File: config.mk
export PLATFORM = sky130hd
export DESIGN_NAME = bracket_nesting_checker_core
export DESIGN_NICKNAME = d
export VERILOG_FILES = /design/src/bnc_pkg.sv /design/src/bnc_cell.sv /design/src/bnc_stack.sv /design/src/bracket_nesting_checker_core.sv
export SDC_FILE = /design/constraint.sdc
export NUM_CORES = 1
export LEC_CHECK = 0
export ABC_AREA = 0
export BUFFER_PORTS_ARGS = -buffer_cell sky130_fd_sc_hd__buf_2
export CAP_MARGIN = 0
export CORE_UTILIZATION = 45
export CTS_CLUSTER_DIAMETER = 200
export CTS_CLUSTER_SIZE = 8
export DETAILED_ROUTE_END_ITERATION = 12
export PLACE_DENSITY = 0.68
export SYNTH_ARGS = -nofsm -noshare
export SYNTH_HDL_FRONTEND = slang
export SYNTH_HIERARCHICAL = 1
export SYNTH_SLANG_ARGS = --single-unit
File: constraint.sdc
create_clock -name clk -period 8.4 [get_ports clk]
set_input_delay 0.84 -clock clk [delete_from_list [all_inputs] [get_ports clk]]
set_output_delay 0.84 -clock clk [all_outputs]
set_load 0.02 [all_outputs]
File: src/bnc_pkg.sv
// ----------------------------------------------------------------------------
// bnc_pkg: shared types and constants for the bracket nesting checker
// Holds the stack geometry, bracket decode, error score table and state codes.
// ----------------------------------------------------------------------------
`default_nettype none

package bnc_pkg;

  // Stack geometry
  localparam int STACK_DEPTH = 16;
  localparam int LVL_W       = $clog2(STACK_DEPTH + 1);
  localparam int KIND_W      = 2;

  // Field widths
  localparam int SYM_W   = 8;
  localparam int ERR_W   = 15;
  localparam int COMP_W  = 38;
  localparam int TOTAL_W = 32;
  localparam int DIGIT_W = 3;

  localparam logic [COMP_W-1:0]  SCORE_MAX = '1;
  localparam logic [TOTAL_W-1:0] TOTAL_MAX = '1;

  // Beat kinds on the input channel
  localparam logic ACT_CHAR = 1'b0;
  localparam logic ACT_EOL  = 1'b1;

  // Bracket characters
  localparam logic [SYM_W-1:0] CH_PAREN_O = 8'h28;
  localparam logic [SYM_W-1:0] CH_PAREN_C = 8'h29;
  localparam logic [SYM_W-1:0] CH_SQUARE_O = 8'h5B;
  localparam logic [SYM_W-1:0] CH_SQUARE_C = 8'h5D;
  localparam logic [SYM_W-1:0] CH_CURLY_O = 8'h7B;
  localparam logic [SYM_W-1:0] CH_CURLY_C = 8'h7D;
  localparam logic [SYM_W-1:0] CH_ANGLE_O = 8'h3C;
  localparam logic [SYM_W-1:0] CH_ANGLE_C = 8'h3E;

  typedef logic [KIND_W-1:0] kind_t;

  localparam kind_t KIND_PAREN  = 2'd0;
  localparam kind_t KIND_SQUARE = 2'd1;
  localparam kind_t KIND_CURLY  = 2'd2;
  localparam kind_t KIND_ANGLE  = 2'd3;

  // Shift command for the cell chain
  typedef enum logic [1:0] {
    SH_HOLD,
    SH_PUSH,
    SH_POP
  } shift_op_t;

  typedef enum logic [1:0] {
    LS_BALANCED   = 2'd0,
    LS_INCOMPLETE = 2'd1,
    LS_CORRUPTED  = 2'd2,
    LS_OVERFLOW   = 2'd3
  } line_status_t;

  typedef enum logic {
    ST_RUN,
    ST_WALK
  } state_t;

  typedef struct packed {
    logic  is_open;
    logic  is_close;
    kind_t kind;
  } bracket_t;

  // Classify one byte
  function automatic bracket_t decode_symbol(input logic [SYM_W-1:0] sym);
    bracket_t b;
    b = '{is_open: 1'b0, is_close: 1'b0, kind: KIND_PAREN};
    unique case (sym)
      CH_PAREN_O:  b = '{is_open: 1'b1, is_close: 1'b0, kind: KIND_PAREN};
      CH_SQUARE_O: b = '{is_open: 1'b1, is_close: 1'b0, kind: KIND_SQUARE};
      CH_CURLY_O:  b = '{is_open: 1'b1, is_close: 1'b0, kind: KIND_CURLY};
      CH_ANGLE_O:  b = '{is_open: 1'b1, is_close: 1'b0, kind: KIND_ANGLE};
      CH_PAREN_C:  b = '{is_open: 1'b0, is_close: 1'b1, kind: KIND_PAREN};
      CH_SQUARE_C: b = '{is_open: 1'b0, is_close: 1'b1, kind: KIND_SQUARE};
      CH_CURLY_C:  b = '{is_open: 1'b0, is_close: 1'b1, kind: KIND_CURLY};
      CH_ANGLE_C:  b = '{is_open: 1'b0, is_close: 1'b1, kind: KIND_ANGLE};
      default:     b = '{is_open: 1'b0, is_close: 1'b0, kind: KIND_PAREN};
    endcase
    return b;
  endfunction

  // Score of an illegal closer
  function automatic logic [ERR_W-1:0] closer_error(input kind_t k);
    logic [ERR_W-1:0] e;
    e = '0;
    unique case (k)
      KIND_PAREN:  e = 15'd3;
      KIND_SQUARE: e = 15'd57;
      KIND_CURLY:  e = 15'd1197;
      KIND_ANGLE:  e = 15'd25137;
      default:     e = '0;
    endcase
    return e;
  endfunction

endpackage

`default_nettype wire

File: src/bnc_cell.sv
// ----------------------------------------------------------------------------
// bnc_cell: one entry of the bracket stack
// Takes the kind above it on a push, the kind below it on a pop, else holds.
// ----------------------------------------------------------------------------
`default_nettype none

module bnc_cell (
  input  wire                     clk,
  input  bnc_pkg::shift_op_t      op,
  input  bnc_pkg::kind_t          from_above,
  input  bnc_pkg::kind_t          from_below,
  output bnc_pkg::kind_t          kind_q
);
  import bnc_pkg::*;

  kind_t kind_r;
  kind_t kind_nxt;

  // Select the neighbor to load
  always_comb begin
    case (op)
      SH_PUSH: kind_nxt = from_above;
      SH_POP:  kind_nxt = from_below;
      default: kind_nxt = kind_r;
    endcase
  end

  // Hold the entry
  always_ff @(posedge clk) begin
    kind_r <= kind_nxt;
  end

  assign kind_q = kind_r;

endmodule

`default_nettype wire

File: src/bnc_stack.sv
// ----------------------------------------------------------------------------
// bnc_stack: bracket stack as a chain of shifting cells
// Cell 0 is the top; a push shifts the chain down, a pop shifts it up.
// ----------------------------------------------------------------------------
`default_nettype none

module bnc_stack (
  input  wire                     clk,
  input  bnc_pkg::shift_op_t      op,
  input  bnc_pkg::kind_t          push_kind,
  output bnc_pkg::kind_t          top_kind
);
  import bnc_pkg::*;

  kind_t cell_q     [STACK_DEPTH];
  kind_t cell_above [STACK_DEPTH];
  kind_t cell_below [STACK_DEPTH];

  genvar gi;
  generate
    for (gi = 0; gi < STACK_DEPTH; gi++) begin : g_cell
      // Wire neighbors, feeding the chain ends
      if (gi == 0) begin : g_top
        assign cell_above[gi] = push_kind;
      end else begin : g_mid_a
        assign cell_above[gi] = cell_q[gi-1];
      end
      if (gi == STACK_DEPTH - 1) begin : g_bot
        assign cell_below[gi] = KIND_PAREN;
      end else begin : g_mid_b
        assign cell_below[gi] = cell_q[gi+1];
      end

      bnc_cell u_cell (
        .clk        (clk),
        .op         (op),
        .from_above (cell_above[gi]),
        .from_below (cell_below[gi]),
        .kind_q     (cell_q[gi])
      );
    end
  endgenerate

  assign top_kind = cell_q[0];

endmodule

`default_nettype wire

File: src/bracket_nesting_checker_core.sv
// ----------------------------------------------------------------------------
// bracket_nesting_checker_core: balanced bracket checker, one line at a time
// Tracks open brackets per line and reports status, error and completion
// scores plus a saturating running error total at each end of line.
// ----------------------------------------------------------------------------
// Character beats are accepted back to back while the core is in its run
// state. An end of line beat moves it to a walk state that stalls the input:
// on an incomplete line the open entries leave the cell chain one per cycle
// from the top, each adding one base-5 digit to the completion score, and the
// result is then loaded into the output register once that register is free.
// The result is held in an output register, so character beats of the next
// line flow while it waits; a further end of line waits for it to be taken.
// ----------------------------------------------------------------------------
`default_nettype none

module bracket_nesting_checker_core (
  input  wire                            clk,
  input  wire                            rst_n,
  input  wire                            in_valid,
  output logic                           in_stall,
  input  wire                            in_action,
  input  wire  [bnc_pkg::SYM_W-1:0]      in_symbol,
  output logic                           out_valid,
  input  wire                            out_stall,
  output logic [1:0]                     out_line_status,
  output logic [bnc_pkg::ERR_W-1:0]      out_error_score,
  output logic [bnc_pkg::COMP_W-1:0]     out_completion_score,
  output logic [bnc_pkg::TOTAL_W-1:0]    out_error_total
);
  import bnc_pkg::*;

  state_t               state_r, state_nxt;
  logic [LVL_W-1:0]     level_r, level_nxt;
  logic                 corrupt_r, corrupt_nxt;
  logic                 ovf_r, ovf_nxt;
  logic [ERR_W-1:0]     lat_err_r, lat_err_nxt;
  logic [TOTAL_W-1:0]   total_r, total_nxt;
  line_status_t         status_r, status_nxt;
  logic [COMP_W-1:0]    comp_r, comp_nxt;

  logic                 out_valid_r, out_valid_nxt;
  line_status_t         out_status_r, out_status_nxt;
  logic [ERR_W-1:0]     out_err_r, out_err_nxt;
  logic [COMP_W-1:0]    out_comp_r, out_comp_nxt;

  shift_op_t            stack_op;
  kind_t                top_kind;
  bracket_t             br;
  logic                 in_acc;
  logic                 char_live;
  logic                 walk_pop;
  logic                 out_free;
  logic                 emit;
  logic [DIGIT_W-1:0]   digit;
  logic [COMP_W+2:0]    comp_ext;
  logic [ERR_W-1:0]     line_err;
  logic [TOTAL_W:0]     sum_ext;

  bnc_stack u_stack (
    .clk       (clk),
    .op        (stack_op),
    .push_kind (br.kind),
    .top_kind  (top_kind)
  );

  // Decode the beat and the walk condition
  assign br        = decode_symbol(in_symbol);
  assign in_acc    = in_valid && !in_stall;
  assign char_live = in_acc && (in_action == ACT_CHAR) && !corrupt_r && !ovf_r;
  assign walk_pop  = (state_r == ST_WALK) && (status_r == LS_INCOMPLETE)
                     && (level_r != '0);
  assign out_free  = !out_valid_r || !out_stall;
  assign emit      = (state_r == ST_WALK) && !walk_pop && out_free;

  // Completion digit, score * 5 + digit with saturation
  assign digit    = DIGIT_W'(top_kind) + DIGIT_W'(1);
  assign comp_ext = {3'b000, comp_r} + {1'b0, comp_r, 2'b00} + (COMP_W+3)'(digit);

  // Error score of the line and saturating total
  assign line_err = (status_r == LS_CORRUPTED) ? lat_err_r : '0;
  assign sum_ext  = {1'b0, total_r} + (TOTAL_W+1)'(line_err);

  // Next state
  always_comb begin
    state_nxt = state_r;
    unique case (state_r)
      ST_RUN:  if (in_acc && (in_action == ACT_EOL)) state_nxt = ST_WALK;
      ST_WALK: if (emit) state_nxt = ST_RUN;
      default: state_nxt = ST_RUN;
    endcase
  end

  // Outputs of the state machine: handshake and stack command
  always_comb begin
    in_stall = 1'b1;
    stack_op = SH_HOLD;
    unique case (state_r)
      ST_RUN: begin
        in_stall = 1'b0;
        if (char_live && br.is_open && (level_r != LVL_W'(STACK_DEPTH))) begin
          stack_op = SH_PUSH;
        end else if (char_live && br.is_close && (level_r != '0)
                     && (top_kind == br.kind)) begin
          stack_op = SH_POP;
        end
      end
      ST_WALK: begin
        if (walk_pop) stack_op = SH_POP;
      end
      default: begin
        in_stall = 1'b1;
      end
    endcase
  end

  // Line state update
  always_comb begin
    level_nxt   = level_r;
    corrupt_nxt = corrupt_r;
    ovf_nxt     = ovf_r;
    lat_err_nxt = lat_err_r;
    status_nxt  = status_r;
    comp_nxt    = comp_r;
    total_nxt   = total_r;

    if (char_live && br.is_open) begin
      if (level_r == LVL_W'(STACK_DEPTH)) ovf_nxt = 1'b1;
      else                                level_nxt = level_r + LVL_W'(1);
    end else if (char_live && br.is_close && (level_r != '0)) begin
      if (top_kind == br.kind) begin
        level_nxt = level_r - LVL_W'(1);
      end else begin
        corrupt_nxt = 1'b1;
        lat_err_nxt = closer_error(br.kind);
      end
    end

    // Capture the status at end of line
    if (in_acc && (in_action == ACT_EOL)) begin
      comp_nxt = '0;
      if (corrupt_r)            status_nxt = LS_CORRUPTED;
      else if (ovf_r)           status_nxt = LS_OVERFLOW;
      else if (level_r != '0)   status_nxt = LS_INCOMPLETE;
      else                      status_nxt = LS_BALANCED;
    end

    // Advance the walk one entry
    if (walk_pop) begin
      level_nxt = level_r - LVL_W'(1);
      if (comp_ext > (COMP_W+3)'(SCORE_MAX)) comp_nxt = SCORE_MAX;
      else                                   comp_nxt = comp_ext[COMP_W-1:0];
    end

    // Drop the line and update the total
    if (emit) begin
      level_nxt   = '0;
      corrupt_nxt = 1'b0;
      ovf_nxt     = 1'b0;
      lat_err_nxt = '0;
      total_nxt   = sum_ext[TOTAL_W] ? TOTAL_MAX : sum_ext[TOTAL_W-1:0];
    end
  end

  // Output register
  always_comb begin
    out_valid_nxt  = out_valid_r;
    out_status_nxt = out_status_r;
    out_err_nxt    = out_err_r;
    out_comp_nxt   = out_comp_r;
    if (emit) begin
      out_valid_nxt  = 1'b1;
      out_status_nxt = status_r;
      out_err_nxt    = line_err;
      out_comp_nxt   = comp_r;
    end else if (!out_stall) begin
      out_valid_nxt  = 1'b0;
    end
  end

  always_ff @(posedge clk) begin
    if (!rst_n) begin
      state_r     <= ST_RUN;
      level_r     <= '0;
      corrupt_r   <= 1'b0;
      ovf_r       <= 1'b0;
      lat_err_r   <= '0;
      total_r     <= '0;
      out_valid_r <= 1'b0;
    end else begin
      state_r     <= state_nxt;
      level_r     <= level_nxt;
      corrupt_r   <= corrupt_nxt;
      ovf_r       <= ovf_nxt;
      lat_err_r   <= lat_err_nxt;
      total_r     <= total_nxt;
      out_valid_r <= out_valid_nxt;
    end
  end

  // Payload registers
  always_ff @(posedge clk) begin
    status_r     <= status_nxt;
    comp_r       <= comp_nxt;
    out_status_r <= out_status_nxt;
    out_err_r    <= out_err_nxt;
    out_comp_r   <= out_comp_nxt;
  end

  assign out_valid            = out_valid_r;
  assign out_line_status      = out_status_r;
  assign out_error_score      = out_err_r;
  assign out_completion_score = out_comp_r;
  assign out_error_total      = total_r;

  // Checks
  a_one_flag: assert property (@(posedge clk) disable iff (!rst_n)
    !(corrupt_r && ovf_r))
    else $error("corrupted and overflow flags both set");

  a_level_range: assert property (@(posedge clk) disable iff (!rst_n)
    level_r <= LVL_W'(STACK_DEPTH))
    else $error("stack level beyond depth");

  a_total_grows: assert property (@(posedge clk) disable iff (!rst_n)
    1'b1 |=> total_r >= $past(total_r))
    else $error("error total decreased");

  a_err_only_corrupt: assert property (@(posedge clk) disable iff (!rst_n)
    (out_valid_r && (out_status_r != LS_CORRUPTED)) |-> (out_err_r == '0))
    else $error("error score on a line that is not corrupted");

  a_walk_no_accept: assert property (@(posedge clk) disable iff (!rst_n)
    walk_pop |-> (stack_op == SH_POP) && in_stall)
    else $error("walk step without pop or with input open");

endmodule

`default_nettype wire

# Yosys cells after proc, flatten, opt, wreduce, memory -nomap -nowiden
# Index checks and enable logic that the tools add are counted.
# Widths: inputs -> output; s select.
[op_classes]
add_sub_neg = 6
multipliers = 0
div_mod_pow = 0
order_cmp = 1
n_eq_ne = 20
shifts = 0
n_mux = 40
bitwise = 5
reduce_logical = 31
[ops]
columns = ["operator", "n"]
rows = [
  ["$mux 38", 3],
  ["$pmux 2 s2", 17],
  ["$pmux 15 s4", 1],
  ["$add 38x40->41", 1],
  ["$add 41x3->41", 1],
  ["$gt 41x38->1 const B", 1],
  ["$add 32x15->33", 1],
  ["$eq 8x6->1 const B", 4],
  ["$eq 8x7->1 const B", 4],
  ["$mux 32", 1],
  ["$pmux 4 s8", 1],
  ["$mux 5", 5],
  ["$mux 15", 1],
  ["$logic_and 1x1->1", 14],
  ["$eq 2x2->1 const B", 4],
  ["$mux 1", 7],
  ["$eq 2x1->1 const B", 3],
  ["$mux 2", 3],
  ["$reduce_and 3->1", 2],
  ["$reduce_bool 3->1", 2],
  ["$add 5x1->5 const B", 1],
  ["$eq 5x5->1 const B", 1],
  ["$logic_not 1->1", 5],
  ["$ne 5x5->1 const B", 1],
  ["13 further kinds", 19],
]
[totals]
regBits = 183
latchBits = 0
ramBits = 0
rom_bits = 0
word_cells = 132
n_memories = 0

# Depth between registers and ports, before layout
[depth]
depth_word = 13
mapped_depth = 16

# By module
# The synthesis kept the hierarchy.
[modules_own_cells]
columns = ["mod", "instances", "cells_each", "area_each_um2"]
rows = [
  ["bracket_nesting_checker_core", 1, 814, 8050.2],
  ["bnc_cell", 16, 7, 102.6],
  ["bnc_stack", 1, 1, 3.8],
]

# Worst setup path after synthesis
# Ideal clock, no wire load.
[synth_timing]
path_kind = "input -> register"
from = "input in_symbol[7] (netlist bit)"
to = "register u_stack.g_cell[0].u_cell.kind_r[0], data pin"
arrival_ns = 3.161
setup_slack_ns = 4.979
cell_stages = 7
path_buffers = 0
cell_sequence = "nand2b_1 nor4_1 a22o_1 o211ai_1 o31ai_2 ha_1 mux2_2"
[synth_via]
elab_chain_len = 10
elab_cells_between_ends = 21
cone_classes = "eq/ne (11); mux (5); reduce/logical (5)"
[synth_rtl]
columns = ["item", "line_no", "rtl"]
rows = [
  ["start, declared", "bracket_nesting_checker_core.sv:22", "input wire [bnc_pkg::SYM_W-1:0] in_symbol,"],
  ["$eq 8x6->1 / $eq 8x7->1 (equally long branches)", "bnc_pkg.sv:74", "unique case (sym)"],
  ["$pmux 4 s8 *", "bnc_pkg.sv:74", ""],
  ["$logic_and 1x1->1 (2 in a row)", "bracket_nesting_checker_core.sv:102", "end else if (char_live && br.is_close && (level_r != '0)"],
  ["$logic_and 1x1->1", "bracket_nesting_checker_core.sv:103", "&& (top_kind == br.kind)) begin"],
  ["$mux 2", "bracket_nesting_checker_core.sv:102", ""],
  ["$mux 2 *", "bracket_nesting_checker_core.sv:100", "if (char_live && br.is_open && (level_r != LVL_W'(STACK_DEPTH))) begin"],
  ["$pmux 2 s2 *", "bracket_nesting_checker_core.sv:97", "unique case (state_r)"],
  ["named net stack_op[1]", "bracket_nesting_checker_core.sv:46", "shift_op_t stack_op;"],
  ["$eq 2x2->1 / $eq 2x1->1 (equally long branches)", "bnc_cell.sv:21", "case (op)"],
  ["$pmux 2 s2 *", "bnc_cell.sv:21", ""],
  ["named net u_stack.g_cell[0].u_cell.kind_nxt[0]", "bnc_cell.sv:17", "kind_t kind_nxt;"],
  ["end signal, assigned", "bnc_cell.sv:30", "kind_r <= kind_nxt;"],
  ["end, declared", "bnc_cell.sv:16", "kind_t kind_r;"],
]
# The timed path passes the listed nets; every way through them passes the cells marked *.
# A chain may end at the register's enable or synchronous reset.

# Final worst setup path
[layout_timing]
from = "register status_r[0]"
to = "register total_r[31] (netlist: out_error_total[31])"
[layout_via]
elab_cells_between_ends = 10
cone_classes = "add/sub (1); eq/ne (2); mux (2); reduce/logical (5)"
[layout_lines]
columns = ["item", "line_no", "rtl"]
rows = [
  ["start, declared", "bracket_nesting_checker_core.sv:38", "line_status_t status_r, status_nxt;"],
  ["start signal, assigned", "bracket_nesting_checker_core.sv:202", "status_r <= status_nxt;"],
  ["$eq 2x2->1", "bracket_nesting_checker_core.sv:80", "assign line_err = (status_r == LS_CORRUPTED) ? lat_err_r : '0;"],
  ["$mux 15", "bracket_nesting_checker_core.sv:80", ""],
  ["named net line_err[0]", "bracket_nesting_checker_core.sv:56", "logic [ERR_W-1:0] line_err;"],
  ["$add 32x15->33", "bracket_nesting_checker_core.sv:81", "assign sum_ext = {1'b0, total_r} + (TOTAL_W+1)'(line_err);"],
  ["$mux 32", "bracket_nesting_checker_core.sv:160", "total_nxt = sum_ext[TOTAL_W] ? TOTAL_MAX : sum_ext[TOTAL_W-1:0];"],
  ["end signal, assigned", "bracket_nesting_checker_core.sv:195", "total_r <= total_nxt;"],
  ["end, declared", "bracket_nesting_checker_core.sv:37", "logic [TOTAL_W-1:0] total_r, total_nxt;"],
]
# The timed path passes the listed nets, and every way through them passes these cells.

==> summary.md <==
| Metric | Value |
|---|---|
| Status | `finished, final reports clean` |
| Critical Path Start | `status_r[0]` |
| CTS buffer count | `17` |
| Total gr overflow | `0` |
| Later-pin clock latency in the skew report | `430 ps` |
| Met3 Track Usage GR | `between 2 and 3%` |
| Post-CTS setup buffers | `0` |
| Async SR Flop Fraction | `0%` |
| Pwr Density | `about 170 nW/um^2` |
| Worst path most repeated cell | `nor2b_1` |
| Hold_buf cts | `0` |
| CP delay by family, top | `simple AND/OR/NAND/NOR gates` |
| Ys Warns | `6` |
| Fmax | `~260 MHz` |
| Placed Area | `10390 um^2` |
| Endpoints failing setup | `0` |
| Die area | `around 22000 um^2` |
| Worst EP required | `approximately 9000 ps` |
| Commonest non-fill, non-tap cell in the layout | `edfxtp_1` |
| Post-CTS sizing | `0` |
| Slack of the worst reg-to-reg path | `about 4500 ps` |
| Detailed placement HPWL | `14.27 mm` |
| Worst slew pin tran | `876.7 ps` |
| Slowest cell on crit path | `or3_1` |
| Worst Path Arrival | `approximately 4300 ps` |
| Crit-path cells | `nor2b_1 > and2_1 > ha_1 > inv_1 > fa_1 > nor2b_1 > o21ai_1 > a21oi_1 > o41a_2 > a311oi_2 > or3_1 > or2_2 > a311oi_1` |
| Largest net degree at the start of global routing | `70` |
| Multi-input gate area | `4781 um^2` |
| Filler cells | `a little under 2000` |
| First-pass GRT wire length | `32.98 mm` |
| Synth cell types | `between 60 and 70` |
| Most frequent cells in the layout | `edfxtp_1, a21oi_1, buf_2` |
| # clock sinks | `166` |
| Clock Tree Buf Depth | `2` |
| Chip Height | `148.8 um` |
| Starting Density | `45.98%` |
| Routing usage on met1 | `26.37%` |
| Vias per Instance | `between 5 and 6` |
| Min Tclk post-route | `slightly below 4000 ps` |
| Final-stage net count | `1100` |
| Final hold vios | `0` |
| Leakage power | `4.480 nW` |
| Via Count | `7051` |
| Antenna cells | `0` |
| Max Cap Viol | `0` |
| M2 GR Usage | `between 20 and 30%` |
| Post-route setup TNS | `0 ps` |
| Post-route core utilization | `51.78%` |
| Number of global-route vias before repair | `~6700` |
| Worst rel slew slack | `between 40 and 50%` |
| Routed WL | `20.02 mm` |
| Total power | `1.803 mW` |
| Drt first pass iters | `4` |
| DRC | `0` |
| Initial antenna violation count | `0` |
| Cells after synthesis | `927` |
| Area grow syn2layout | `12.62%` |
| R2r worst-path depth | `13` |
| CTS H-tree lvls | `4` |
| GPL Wtd Cong | `0.8638` |
| Fin. max-slew vios | `0` |
| Synth Flop Type | `edfxtp_1` |
| Bufs and invs on worst path | `1` |
| Hold WC Path Type | `reg -> reg` |
| R2R Path End | `out_error_total[31]` |
| Mapped Area | `between 9000 and 10000 um^2` |
| Drt wl/cell | `between 15 and 20 um` |
| Critical path class | `reg -> reg` |
| DRT iter0 DRCs | `around 370` |
| Crit-path max cell delay | `660 ps` |
| Synth area leaders | `edfxtp_1, dfxtp_1, ha_1, a21oi_1, mux2_2` |
| Reg clk slew, reported paths | `roughly 70 ps` |
| Final Cycle Share | `46.62%` |
| Min-Delay Startpoint | `status_r[1]` |
| Crit Path Max Fanout | `16` |
| ANT nets after route | `0` |
| IO Port Bufs | `97` |
| Synth area leader | `edfxtp_1` |
| Seq cells post-synth | `166` |
| Die X | `148.8 um` |
| Total core area | `21090 um^2` |
| Avg Inst Size Synth | `roughly 10 um^2` |
| CP Depth | `13` |
| Layout cells sized above 1 | `20.91%` |
| CTS root buffer | `clkbuf_16` |
| CTS tree | `done` |
| Worst Setup Start Kind | `flop` |
| Worst setup EP type | `flop` |
| I/O pins | `102` |
| Sequential-to-total area share from yosys stat | `46.56%` |
| GR peak layer | `met2` |
| Post-Layout Inst Area | `~11000 um^2` |
| Number of synthesized flops with an enable pin | `119` |
| Critical Path Sink | `out_error_total[31]` |
| Sequential standard cell area | `about 4500 um^2` |
| Row cnt | `53` |
| Area share of the largest cell type after synthesis | `36.86%` |
| RSZ-0062 raised after global routing | `false` |
| Worst reg2reg startpoint | `status_r[0]` |
| Maximum VDD drop | `0.08880 mV` |
| Setup skew after layout | `15.68 ps` |
| GRT Total Usage | `approximately a fifth` |
[metal layers]
layer	share of wire (%)	wire length (um)
met1	50	10060
met2	45	9083
met3	2.7	538
met4	1.7	331
met5	0	0
[per-stage QoR]
step	hold WS, ps	setup WS, ps	instances
floorplan	442.3	4979	931
global placement	448.3	4603	1271
detailed placement	459.2	4523	1271
CTS	474.1	4498	1303
global route	481.5	4207	1303
finish	471.8	4484	1303
[registers in the layout, summed over array words and instances, names as in the netlist]
name                          count
out_valid                         1
out_error_total                  32
level_r                           5
comp_r                           38
lat_err_r                         7
ovf_r                             1
out_error_score                   7
out_completion_score             38
status_r                          2
u_stack/g_cell.u_cell/kind_q     32
state_r                           1
out_line_status                   2
[cell type report]
cell class	instances	area share (%)
Clock buffer	17	3.896
Sequential cell	166	41.34
Clock inverter	15	0.9740
Tap cell	275	3.151
Timing Repair Buffer	102	4.790
Inverter	60	2.063
Multi-Input combinational cell	668	43.78
[cell usage after synthesis, drive strengths merged, types with 2 or more instances]
library cell / instances
a21oi: 124
edfxtp: 119
ha: 70
inv: 60
nand2: 60
o21ai: 55
dfxtp: 47
nor2: 47
mux2: 33
xor2: 33
nand3: 31
xnor2: 26
a21o: 21
clkbuf: 20
buf: 17
a31oi: 15
nor3: 14
and2: 13
and3: 11
nand2b: 11
nor2b: 8
o211ai: 8
o21a: 8
mux2i: 7
a311oi: 6
nand4: 6
o31ai: 5
or2: 5
or3: 5
a41oi: 4
and4: 4
a211o: 3
a211oi: 3
nor4: 3
o21bai: 3
a22o: 2
a31o: 2
conb: 2
fa: 2
nand3b: 2
o2111ai: 2
[cell families (layout without fill, tap and decap cells)]
family	count (synthesis)	after routing	share of synthesized area, %
flops	166	166	46.56
buf+inv	97	194	4.375
fa+ha+maj	72	72	9.446
other cells	2	6	0.07746
mux	40	40	4.594
simple gates	221	221	11.37
xor+xnor	59	59	5.330
compound gates	270	270	18.25
[where the power goes]
group	switching (mW)	internal, mW	total, mW
sequential	0.0125	0.891	0.904
combinational	0.121	0.0658	0.186
clock	0.334	0.378	0.713
total	0.468	1.34	1.80
[how the worst min path moves through the flow]
stage | end | slack (ps) | cells after the start
6_report | out_line_status[1] | 470 | 0
3_3_place_gp | out_line_status[1] | 450 | 0
3_5_place_dp | out_line_status[0] | 460 | 0
4_1_cts | out_line_status[0] | 470 | 0
2_1_floorplan | out_line_status[0] | 440 | 0
5_1_grt | out_line_status[1] | 480 | 0
Note: power is estimated with default switching activity, not from simulation.
